`src/rtl/core/avcd_pkg.sv`:
```
package avcd_pkg;

  // result kinds, carried on m_tuser
  typedef enum logic [3:0] {
    K_AUDIO     = 4'd0,
    K_PAD       = 4'd1,
    K_HEAD      = 4'd2,
    K_BODY      = 4'd3,
    K_META      = 4'd4,
    K_SEGMENT   = 4'd5,
    K_END       = 4'd6,
    K_MAGIC_ERR = 4'd7,
    K_CODE_ERR  = 4'd8
  } kind_t;

  typedef struct packed {
    logic        last;
    logic [15:0] pic_height;
    logic [15:0] pic_width;
    logic [7:0]  audio_bits;
    logic [7:0]  audio_chans;
    logic [15:0] audio_rate;
    logic [31:0] frames;
    logic [31:0] count;
    logic [7:0]  data_byte;
    kind_t       kind;
  } res_t;

  localparam int unsigned QUEUE_DEPTH = 4;
  localparam int unsigned OUT_DATA_W  = 136;

  // file magic, first byte in the lowest lane
  localparam logic [31:0] MAGIC     = 32'h4656_4149;
  localparam logic [7:0]  HDR_LAST  = 8'h90;

  localparam logic [7:0]  OFS_RATE_LO   = 8'h1C;
  localparam logic [7:0]  OFS_RATE_HI   = 8'h1D;
  localparam logic [7:0]  OFS_CHANS     = 8'h1E;
  localparam logic [7:0]  OFS_BITS      = 8'h1F;
  localparam logic [7:0]  OFS_HEIGHT_LO = 8'h2F;
  localparam logic [7:0]  OFS_HEIGHT_HI = 8'h30;
  localparam logic [7:0]  OFS_WIDTH_LO  = 8'h31;
  localparam logic [7:0]  OFS_WIDTH_HI  = 8'h32;

  localparam logic [31:0] VID_SKIP  = 32'h1C;
  localparam logic [31:0] VID_HEAD  = 32'h68;
  localparam logic [31:0] FRM_SKIP  = 32'h8;
  localparam logic [31:0] MISC_SKIP = 32'hC;

  localparam logic [15:0] CODE_AUDIO  = 16'h0066;
  localparam logic [15:0] CODE_VHDR   = 16'h006A;
  localparam logic [15:0] CODE_FRAME  = 16'h006C;
  localparam logic [15:0] CODE_SKIP_A = 16'h0067;
  localparam logic [15:0] CODE_SKIP_B = 16'h0068;
  localparam logic [15:0] CODE_SKIP_C = 16'h0070;
  localparam logic [15:0] CODE_SKIP_D = 16'h0075;
  localparam logic [15:0] CODE_SKIP_E = 16'h0077;
  localparam logic [15:0] CODE_SKIP_F = 16'h0079;

endpackage

```
`src/rtl/core/av_container_chunk_demux.sv`:
```
// Container demultiplexer: takes the file one byte per item on the slave side (s_tlast marks
// end of file, its byte ignored), checks the magic word, captures the audio and video
// parameters from the header and then splits the chunk stream into tagged audio, head and
// body bytes, pad runs, metadata, segment, end and error results on the master side.
// Each accepted byte is parsed in the cycle it is taken and its zero, one or two results are
// written into a four-entry output queue; one byte is accepted every cycle while the queue
// has two free entries, so the rate is one byte per cycle as long as the sink drains one
// result per cycle. A byte that gives two results (last audio byte with a pad run, or a code
// error with its end result) writes both into the queue at once. After an end or an error
// result no further results appear until reset.
module av_container_chunk_demux
  import avcd_pkg::*;
(
  input  logic                  clk,
  input  logic                  rst,
  input  logic                  s_tvalid,
  output logic                  s_tready,
  input  logic [7:0]            s_tdata,   // in_byte
  input  logic                  s_tlast,   // end_of_file
  output logic                  m_tvalid,
  input  logic                  m_tready,
  output logic [OUT_DATA_W-1:0] m_tdata,   // data_byte, count, frames, audio_rate,
                                           // audio_chans, audio_bits, pic_width, pic_height
  output logic [3:0]            m_tuser,   // kind
  output logic                  m_tlast    // last
);

  typedef enum logic [3:0] {
    PH_HDR, PH_CODE, PH_A_IDX, PH_A_EFF, PH_A_DATA, PH_AUDIO, PH_A_SKIP,
    PH_V_SIZE, PH_V_SKIP, PH_V_HEAD, PH_F_SIZE, PH_F_SKIP, PH_BODY,
    PH_SKIP, PH_HALT
  } phase_t;

  localparam int unsigned PTR_W = $clog2(QUEUE_DEPTH);
  localparam int unsigned CNT_W = $clog2(QUEUE_DEPTH + 1);

  phase_t      phase, phase_next;
  logic [7:0]  file_offset, file_offset_next;
  logic [7:0]  code_lo, code_lo_next;
  logic [1:0]  byte_idx, byte_idx_next;
  logic [31:0] bytes_left, bytes_left_next;
  logic [31:0] effective_size, effective_size_next;
  logic [31:0] payload_size, payload_size_next;
  logic [31:0] audio_total, audio_total_next;
  logic [31:0] frame_total, frame_total_next;
  logic        seen_segment, seen_segment_next;
  logic [15:0] audio_rate, audio_rate_next;
  logic [7:0]  audio_chans, audio_chans_next;
  logic [7:0]  audio_bits, audio_bits_next;
  logic [15:0] pic_width, pic_width_next;
  logic [15:0] pic_height, pic_height_next;

  res_t        r0, r1;
  logic [1:0]  n_res;

  res_t             queue [QUEUE_DEPTH];
  logic [PTR_W-1:0] wr_ptr, rd_ptr;
  logic [CNT_W-1:0] cnt;
  logic             accept, pop;
  logic [1:0]       n_push;
  logic [PTR_W-1:0] wr_ptr_p1;

  logic [7:0]  b;
  logic [31:0] field_word;
  logic [15:0] code_word;
  logic [31:0] word_src;
  logic        field_done;
  logic        count_done;

  assign accept = s_tvalid && s_tready;
  assign pop    = m_tvalid && m_tready;
  assign b      = s_tdata;

  function automatic logic [31:0] set_lane(logic [31:0] w, logic [1:0] idx, logic [7:0] v);
    logic [31:0] o;
    o = w;
    unique case (idx)
      2'd0: o[7:0]   = v;
      2'd1: o[15:8]  = v;
      2'd2: o[23:16] = v;
      2'd3: o[31:24] = v;
    endcase
    return o;
  endfunction

  function automatic res_t totals(kind_t k, logic [31:0] a, logic [31:0] f);
    res_t r;
    r        = '0;
    r.kind   = k;
    r.count  = a;
    r.frames = f;
    return r;
  endfunction

  function automatic res_t byte_res(kind_t k, logic [7:0] v);
    res_t r;
    r           = '0;
    r.kind      = k;
    r.data_byte = v;
    return r;
  endfunction

  always_comb begin
    unique case (phase)
      PH_A_EFF: word_src = effective_size;
      default:  word_src = payload_size;
    endcase
  end

  assign field_word = set_lane(word_src, byte_idx, b);
  assign field_done = (byte_idx == 2'd3);
  assign code_word  = {b, code_lo};
  assign count_done = (bytes_left == 32'd1);

  always_comb begin
    phase_next          = phase;
    file_offset_next    = file_offset;
    code_lo_next        = code_lo;
    byte_idx_next       = byte_idx;
    bytes_left_next     = bytes_left;
    effective_size_next = effective_size;
    payload_size_next   = payload_size;
    audio_total_next    = audio_total;
    frame_total_next    = frame_total;
    seen_segment_next   = seen_segment;
    audio_rate_next     = audio_rate;
    audio_chans_next    = audio_chans;
    audio_bits_next     = audio_bits;
    pic_width_next      = pic_width;
    pic_height_next     = pic_height;
    r0                  = '0;
    r1                  = '0;
    n_res               = 2'd0;

    if (phase == PH_HALT) begin
      phase_next = PH_HALT;
    end else if (s_tlast) begin
      if (phase == PH_HDR && file_offset < 8'd4) begin
        r0      = '0;
        r0.kind = K_MAGIC_ERR;
      end else begin
        r0 = totals(K_END, audio_total, frame_total);
      end
      n_res      = 2'd1;
      phase_next = PH_HALT;
    end else begin
      unique case (phase)
        PH_HDR: begin
          if (file_offset < 8'd4 && b != MAGIC[file_offset[1:0]*8 +: 8]) begin
            r0         = '0;
            r0.kind    = K_MAGIC_ERR;
            n_res      = 2'd1;
            phase_next = PH_HALT;
          end else begin
            if (file_offset == OFS_RATE_LO)   audio_rate_next[7:0]  = b;
            if (file_offset == OFS_RATE_HI)   audio_rate_next[15:8] = b;
            if (file_offset == OFS_CHANS)     audio_chans_next      = b;
            if (file_offset == OFS_BITS)      audio_bits_next       = b;
            if (file_offset == OFS_HEIGHT_LO) pic_height_next[7:0]  = b;
            if (file_offset == OFS_HEIGHT_HI) pic_height_next[15:8] = b;
            if (file_offset == OFS_WIDTH_LO)  pic_width_next[7:0]   = b;
            if (file_offset == OFS_WIDTH_HI)  pic_width_next[15:8]  = b;
            if (file_offset >= HDR_LAST) begin
              r0             = '0;
              r0.kind        = K_META;
              r0.audio_rate  = audio_rate;
              r0.audio_chans = audio_chans;
              r0.audio_bits  = audio_bits;
              r0.pic_width   = pic_width;
              r0.pic_height  = pic_height;
              n_res          = 2'd1;
              phase_next     = PH_CODE;
              code_lo_next   = '0;
              byte_idx_next  = '0;
            end else begin
              file_offset_next = file_offset + 8'd1;
            end
          end
        end
        PH_CODE: begin
          if (byte_idx == 2'd0) begin
            code_lo_next  = b;
            byte_idx_next = 2'd1;
          end else begin
            byte_idx_next = '0;
            priority if (code_word == CODE_AUDIO) begin
              phase_next = PH_A_IDX;
            end else if (code_word == CODE_VHDR) begin
              if (seen_segment) begin
                r0               = totals(K_SEGMENT, audio_total, frame_total);
                n_res            = 2'd1;
                audio_total_next = '0;
              end
              frame_total_next  = '0;
              seen_segment_next = 1'b1;
              phase_next        = PH_V_SIZE;
            end else if (code_word == CODE_FRAME) begin
              frame_total_next = frame_total + 32'd1;
              phase_next       = PH_F_SIZE;
            end else if (code_word == CODE_SKIP_A || code_word == CODE_SKIP_B ||
                         code_word == CODE_SKIP_C || code_word == CODE_SKIP_D ||
                         code_word == CODE_SKIP_E || code_word == CODE_SKIP_F) begin
              phase_next      = PH_SKIP;
              bytes_left_next = MISC_SKIP;
            end else begin
              r0         = '0;
              r0.kind    = K_CODE_ERR;
              r1         = totals(K_END, audio_total, frame_total);
              n_res      = 2'd2;
              phase_next = PH_HALT;
            end
          end
        end
        PH_A_IDX: begin
          byte_idx_next = byte_idx + 2'd1;
          if (field_done) phase_next = PH_A_EFF;
        end
        PH_A_EFF: begin
          effective_size_next = field_word;
          byte_idx_next       = byte_idx + 2'd1;
          if (field_done) phase_next = PH_A_DATA;
        end
        PH_A_DATA: begin
          payload_size_next = field_word;
          byte_idx_next     = byte_idx + 2'd1;
          if (field_done) begin
            bytes_left_next = field_word;
            if (effective_size == '0) begin
              phase_next = (field_word == '0) ? PH_CODE : PH_A_SKIP;
            end else begin
              audio_total_next = audio_total + effective_size;
              if (field_word == '0) begin
                if (effective_size > field_word) begin
                  r0       = '0;
                  r0.kind  = K_PAD;
                  r0.count = effective_size - field_word;
                  n_res    = 2'd1;
                end
                phase_next = PH_CODE;
              end else begin
                phase_next = PH_AUDIO;
              end
            end
            code_lo_next = '0;
          end
        end
        PH_AUDIO: begin
          r0              = byte_res(K_AUDIO, b);
          n_res           = 2'd1;
          bytes_left_next = bytes_left - 32'd1;
          if (count_done) begin
            // a short audio chunk is topped up with a zero run
            if (effective_size > payload_size) begin
              r1       = '0;
              r1.kind  = K_PAD;
              r1.count = effective_size - payload_size;
              n_res    = 2'd2;
            end
            phase_next    = PH_CODE;
            code_lo_next  = '0;
            byte_idx_next = '0;
          end
        end
        PH_V_SIZE: begin
          payload_size_next = field_word;
          byte_idx_next     = byte_idx + 2'd1;
          if (field_done) begin
            phase_next      = PH_V_SKIP;
            bytes_left_next = VID_SKIP;
          end
        end
        PH_V_SKIP: begin
          bytes_left_next = bytes_left - 32'd1;
          if (count_done) begin
            phase_next      = PH_V_HEAD;
            bytes_left_next = VID_HEAD;
          end
        end
        PH_V_HEAD: begin
          r0              = byte_res(K_HEAD, b);
          n_res           = 2'd1;
          bytes_left_next = bytes_left - 32'd1;
          if (count_done) begin
            // body is whatever the size gives beyond the head part
            if (payload_size > VID_HEAD) begin
              bytes_left_next = payload_size - VID_HEAD;
              phase_next      = PH_BODY;
            end else begin
              bytes_left_next = '0;
              phase_next      = PH_CODE;
              code_lo_next    = '0;
              byte_idx_next   = '0;
            end
          end
        end
        PH_F_SIZE: begin
          r0                = byte_res(K_HEAD, b);
          n_res             = 2'd1;
          payload_size_next = field_word;
          byte_idx_next     = byte_idx + 2'd1;
          if (field_done) begin
            phase_next      = PH_F_SKIP;
            bytes_left_next = FRM_SKIP;
          end
        end
        PH_F_SKIP: begin
          bytes_left_next = bytes_left - 32'd1;
          if (count_done) begin
            bytes_left_next = payload_size;
            if (payload_size == '0) begin
              phase_next    = PH_CODE;
              code_lo_next  = '0;
              byte_idx_next = '0;
            end else begin
              phase_next = PH_BODY;
            end
          end
        end
        PH_BODY: begin
          r0              = byte_res(K_BODY, b);
          n_res           = 2'd1;
          bytes_left_next = bytes_left - 32'd1;
          if (count_done) begin
            phase_next    = PH_CODE;
            code_lo_next  = '0;
            byte_idx_next = '0;
          end
        end
        PH_A_SKIP, PH_SKIP: begin
          bytes_left_next = bytes_left - 32'd1;
          if (count_done) begin
            phase_next    = PH_CODE;
            code_lo_next  = '0;
            byte_idx_next = '0;
          end
        end
        default: phase_next = PH_HALT;
      endcase
    end

    if (n_res == 2'd1) r0.last = 1'b1;
    if (n_res == 2'd2) r1.last = 1'b1;
  end

  always_ff @(posedge clk) begin
    if (rst) begin
      phase          <= PH_HDR;
      file_offset    <= '0;
      code_lo        <= '0;
      byte_idx       <= '0;
      bytes_left     <= '0;
      effective_size <= '0;
      payload_size   <= '0;
      audio_total    <= '0;
      frame_total    <= '0;
      seen_segment   <= 1'b0;
      audio_rate     <= '0;
      audio_chans    <= '0;
      audio_bits     <= '0;
      pic_width      <= '0;
      pic_height     <= '0;
    end else if (accept) begin
      phase          <= phase_next;
      file_offset    <= file_offset_next;
      code_lo        <= code_lo_next;
      byte_idx       <= byte_idx_next;
      bytes_left     <= bytes_left_next;
      effective_size <= effective_size_next;
      payload_size   <= payload_size_next;
      audio_total    <= audio_total_next;
      frame_total    <= frame_total_next;
      seen_segment   <= seen_segment_next;
      audio_rate     <= audio_rate_next;
      audio_chans    <= audio_chans_next;
      audio_bits     <= audio_bits_next;
      pic_width      <= pic_width_next;
      pic_height     <= pic_height_next;
    end
  end

  // output queue, room for two results is needed to take a byte
  assign n_push    = accept ? n_res : 2'd0;
  assign wr_ptr_p1 = wr_ptr + PTR_W'(1);
  assign s_tready  = (cnt <= CNT_W'(QUEUE_DEPTH - 2));

  always_ff @(posedge clk) begin
    if (n_push != 2'd0) queue[wr_ptr]    <= r0;
    if (n_push == 2'd2) queue[wr_ptr_p1] <= r1;
  end

  always_ff @(posedge clk) begin
    if (rst) begin
      wr_ptr <= '0;
      rd_ptr <= '0;
      cnt    <= '0;
    end else begin
      wr_ptr <= wr_ptr + PTR_W'(n_push);
      if (pop) rd_ptr <= rd_ptr + PTR_W'(1);
      cnt <= cnt + CNT_W'(n_push) - CNT_W'(pop);
    end
  end

  assign m_tvalid = (cnt != '0);
  assign m_tuser  = queue[rd_ptr].kind;
  assign m_tlast  = queue[rd_ptr].last;
  assign m_tdata  = {queue[rd_ptr].pic_height, queue[rd_ptr].pic_width,
                     queue[rd_ptr].audio_bits, queue[rd_ptr].audio_chans,
                     queue[rd_ptr].audio_rate, queue[rd_ptr].frames,
                     queue[rd_ptr].count, queue[rd_ptr].data_byte};

  a_queue_bound: assert property (@(posedge clk) disable iff (rst)
    cnt <= CNT_W'(QUEUE_DEPTH))
    else $error("output queue overfilled");

  a_halt_silent: assert property (@(posedge clk) disable iff (rst)
    (accept && phase == PH_HALT) |=> cnt <= $past(cnt))
    else $error("result produced after halt");

  a_code_err_pair: assert property (@(posedge clk) disable iff (rst)
    (m_tvalid && m_tuser == K_CODE_ERR) |-> !m_tlast)
    else $error("code error not followed by end result");

endmodule

```
`config.mk`:
```
export PLATFORM = sky130hd
export DESIGN_NAME = av_container_chunk_demux
export DESIGN_NICKNAME = d
export VERILOG_FILES = /design/src/rtl/core/avcd_pkg.sv /design/src/rtl/core/av_container_chunk_demux.sv
export SDC_FILE = /design/constraint.sdc
export NUM_CORES = 2
export LEC_CHECK = 0
export BUFFER_PORTS_ARGS = -buffer_cell sky130_fd_sc_hd__clkbuf_2
export CORE_ASPECT_RATIO = 1.75
export CORE_MARGIN = 3
export CORE_UTILIZATION = 40
export CTS_BUF_LIST = sky130_fd_sc_hd__clkbuf_16
export DETAILED_ROUTE_END_ITERATION = 6
export HOLD_SLACK_MARGIN = 0.1
export SYNTH_ARGS = -nofsm -noshare
export SYNTH_HDL_FRONTEND = slang
export SYNTH_SLANG_ARGS = --single-unit
```
`constraint.sdc`:
```
create_clock -name clk -period 20.2 [get_ports clk]
set_input_delay 4.04 -clock clk [delete_from_list [all_inputs] [get_ports clk]]
set_output_delay 4.04 -clock clk [all_outputs]
set_load 0.005 [all_outputs]
```
# Yosys cells after proc, flatten, opt, wreduce, memory -nomap -nowiden
# Memory sizes are Yosys's and may differ from the RTL's. A register that Yosys moved wholly into a read port is not among the register bits.
# Cells that the tools add are included.
# word_totals
ram_bits,564
in_bits,13
ff_bits,254
mem_count,1
out_inout_bits,143
word_cells,283
# mem_list
name,words,word_bits,read_ports,rd_clocked_by_memory_dff,write_ports,line_no,source
queue,4,141,1,1,2,av_container_chunk_demux.sv:56,res_t queue [QUEUE_DEPTH];
# op_classes
reduce_logical,44
n_mux,122
order_cmp,6
addsub,13
n_eq_ne,69
shift,1
n_bitwise,6
# ops
operator,count
$pmux W141 S6,1
$mux W141,5
$mux W76,9
$mux W32,21
$mux W140,2
$mux W44,6
$pmux W32 S8,1
$pmux W76 S2,1
$eq A16 B7 Y1 const B,9
$mux W8,13
$logic_not A32 Y1,3
$mux W4,20
$gt A32 B32 Y1,2
$pmux W32 S2,1
$sub A32 B32 Y32,2
$reduce_and A6 Y1,9
$pmux W8 S6,1
$pmux W4 S11,1
$mux W2,20
$ne A4 B4 Y1 const B,9
$ne A2 B2 Y1 const B,17
$add A32 B1 Y32 const B,1
$add A32 B32 Y32,1
$eq A32 B1 Y1 const B,1
other kinds (47),105

# Depth between registers and ports, before layout
# depth
depth_word,18
depth_mapped,29
depth_no_buf,23

# Least setup slack after synthesis
# No wires, ideal clock.
# synth_timing
path_kind,input to register
from,in s_tdata[0]
to,"mem queue[0][0] in the netlist's numbering, enable pin"
required_time_ns,19.483
n_path_buf,5
stages,16
t_arrival_ns,8.405
slack_ns,11.078
setup_time_ns,0.717
cell_sequence,clkbuf_1 > clkbuf_1 > a21oi_1 > ha_1 > clkbuf_1 > a211oi_1 > o21ai_0 > o311a_1 > a31oi_1 > o211ai_1 > o31a_1 > a211o_1 > nand3_1 > buf_2 > buf_2 > nand2_1
# synth_rtl
item,line_no,source
"start, declared",av_container_chunk_demux.sv:18,"input logic [7:0] s_tdata,"
"end, declared",av_container_chunk_demux.sv:56,

==> results.md <==
- Status: complete, but fails checks
- Violated checks: design-rule violations
- RSZ-0062 raised after global routing: no
- YS warnings: 0
- Yosys cell types: 88
- IO Count: 156
- Reg2Reg Launch Point: phase[1]
- Post-Syn Nets: 5079
- Register area share after synthesis: 0.4359
- Worst setup margin: 10.48 ns
- Die W: 256.5 um
- Placer Congestion: 0.9716
- Detailed Routing Iterations Pass 1: 7
- Worst min-delay path class: flop to flop
- CTS tree: yes
- R2r worst-path depth: 18
- Pre-CTS setup slack: 9.845 ns
- Worst rel slew slack: 0.02134
- Seq. cell area: 0.01915 mm2
- Setup bufs post-CTS: 0
- Post-synth EDFFs: 272
- Period utilization: 0.4812
- Clk buf depth: 3
- Worst slew pin tran: 1.468 ns
- Clock-pin slew on the worst setup and hold paths: 0.06 ns
- Placed cell area: 0.04581 mm2
- Clock root buffer: clkbuf_16
- Via Count: 38104
- Dpl hpwl: 103.9 mm
- Rows: 160
- Syn Inst Count: 4953
- Nets@finish: 5019
- Synth area leader: dfxtp_1
- Synth Register Bits: 820
- Die Ht: 444.3 um
- Core Footprint: 0.1087 mm2
- Fillers: 10642
- Fmax: 0.1029 GHz
- Minimum clock period: 9.720 ns
- Ys async rst share: 0
- Routed length per instance: 23.95 um
- Initial antenna violation count: 4
- Largest net degree at the start of global routing: 257
- FF-to-FF setup slack: 12.63 ns
- CP Capture Type: flop
- Syn_area_per_cell: 8.865 um2
- Setup TNS: 0 ns
- # port buffers: 155
- GRT Total Usage: 0.2614
- Final wirelength: 153.6 mm
- Main synth FF type: dfxtp_1
- Pins Over Slew Limit: 0
- TritonCTS Buffers: 78
- Max_cap viols: 0
- Clk_skew: 0.02748 ns
- Layout cell share with drive strength beyond 1: 0.1114
- Post-DRT Antenna Nets: 0
- Peak supply drop: 0.06093 mV
- Post-route cell area: 0.04836 mm2
- Most area-consuming cells after synthesis: dfxtp_1 (25%), edfxtp_1 (19%), a21oi_1 (7.6%), mux4_2 (7.2%), nand2_1 (6.0%)
- Die area: 0.1139 mm2
- First-pass GRT wire length: 229.7 mm
- Count of final setup violators: 0
- Vias per cell: 5.940
- Area of the multi-input gates: 0.02306 mm2
- H-tree level count: 3
- Clock Sinks: 820
- Initial DRC Count: 3215
- Hold Violations, Final: 0
- Vias in the first global route: 36706
- Worst Hold Endpoint: queue[2][6]
- Congestion Overflow GR: 0
- Worst Path Required: 20.61 ns
- Worst hold start: queue[2][6]
- Area Growth Syn to Fin: 10.13%
- Crit path kind: primary input to flop
- Initial Util: 0.4039
- Hold buffers post-CTS: 0
- Clk Latency, worst-skew pair: 0.68 ns
- Crit-path max FO: 43
- Synthesized area: 0.04391 mm2
- Area share of the largest cell type after synthesis: 0.2499
- Pleak: 0.01698 uW
- Drt drc: 3
- Startpoint Class: primary input
- Min-Delay Path Depth: 2
- Power Density: 91.99 mW/mm2
- Critical Path AT: 10.13 ns
- R2R Path End: queue[2][59]
- Post-CTS Resized: 0
routing by layer:
metal | vias up | track usage | part of all wire
met2 | 1534 | 0.4560 | 0.49
li1 | 17745 | - | -
met3 | 452 | 0.04425 | 0.065
met1 | 18369 | 0.2983 | 0.37
met5 | - | 0 | 0.00020
met4 | 4 | 0.1608 | 0.069
synth_stat cells (39+ instances only):
library cell,n
a21o_1,59
and2_1,150
ha_1,110
clkbuf_1,262
nand2_1,700
nor2b_1,60
a21oi_1,665
a22oi_1,50
nor4_1,54
xor2_1,54
xnor2_1,89
o22ai_1,63
inv_1,98
or3_1,39
o21ai_0,205
nor2_1,353
mux4_2,141
nor3_1,63
buf_2,71
dfxtp_1,548
edfxtp_1,272
nand3_1,360
sequential cells by signal, indices dropped and copies added (netlist names), 16 cells and up, named ones only:
register / cells
queue: 564
audio_total: 32
bytes_left: 32
effective_size: 32
frame_total: 32
payload_size: 32
audio_rate: 16
pic_height: 16
pic_width: 16
cell families after synthesis:
| group | count (synthesis) | synth area share |
|---|---|---|
| and+or+nand+nor | 1929 | 0.2065 |
| AOI/OAI and AO/OA | 1305 | 0.1746 |
| DFF | 820 | 0.4359 |
| adders and majority gates | 113 | 0.03271 |
| buffers and inverters | 473 | 0.04283 |
| xor gates and xnor gates | 143 | 0.02852 |
| muxes | 170 | 0.07894 |
critical path, stage by stage:
cell      delay (ns)
clkbuf_2        0.74
nand2_1         0.09
o21ai_0         0.25
inv_1           0.10
ha_1            0.43
nand4_1         0.21
nor3b_1         0.62
nand2_1         0.21
nand4b_1        0.26
o311a_2         0.43
a211oi_2        0.78
or3_4           0.67
buf_4           0.58
o21ai_2         0.08
buf_4           0.25
and2_1          0.21
per-stage QoR:
step                std cells  hold slack [ns]    util  total power (uW)
global placement         6271           0.4383  0.4214              2976
detailed placement       6271           0.4437  0.4214              2976
finish                   6415           0.4527  0.4448              4448
floorplan                4953           0.4331       -              2542
global route             6414           0.4637  0.4448              4609
CTS                      6413           0.4524  0.4448              4478
power breakdown:
part,switching [uW],total [uW],internal [uW],leakage [uW]
Clock,674,1510,837,0.00130
Combinational,720,1090,370,0.00870
Sequential,52.8,1850,1790,0.00699
final cells by class:
| class | instances | share of cell area |
|---|---|---|
| Sequential cell | 820 | 0.3959 |
| Antenna cell | 2 | 0.0001035 |
| Tap cell | 1458 | 0.03773 |
| Multi-Input combinational cell | 3660 | 0.4768 |
| Inverter | 98 | 0.007685 |
| Clock inverter | 62 | 0.01126 |
| Timing Repair Buffer | 235 | 0.02911 |
| Clock buffer | 80 | 0.04140 |
worst max path at each step:
stage               start            to  depth (start not counted)
3_5_place_dp   s_tdata[0]  queue[1][70]                         17
3_3_place_gp   s_tdata[0]  queue[1][62]                         17
6_report       s_tdata[3]  queue[2][59]                         16
4_1_cts        s_tdata[3]  queue[1][61]                         16
2_1_floorplan  s_tdata[0]   queue[0][0]                         16
5_1_grt        s_tdata[3]  queue[1][62]                         16
placed cells by master (no fill, tap or decap), types with 29 or more instances in the layout:
| cell | netlist | routed |
|---|---|---|
| nand2_1 | 700 | 699 |
| a21oi_1 | 665 | 665 |
| dfxtp_1 | 548 | 546 |
| nand3_1 | 360 | 359 |
| nor2_1 | 353 | 348 |
| edfxtp_1 | 272 | 272 |
| o21ai_0 | 205 | 204 |
| clkbuf_2 | 1 | 154 |
| and2_1 | 150 | 150 |
| mux4_2 | 141 | 141 |
| inv_1 | 98 | 111 |
| ha_1 | 110 | 110 |
| xnor2_1 | 89 | 89 |
| clkbuf_16 | 0 | 80 |
| buf_4 | 4 | 78 |
| o22ai_1 | 63 | 62 |
| nor2b_1 | 60 | 60 |
| a21o_1 | 59 | 59 |
| nor3_1 | 63 | 59 |
| xor2_1 | 54 | 54 |
| nor4_1 | 54 | 53 |
| a22oi_1 | 50 | 50 |
| or3_1 | 39 | 36 |
| mux2i_1 | 29 | 29 |
Note: power is estimated with default switching activity, not from simulation.
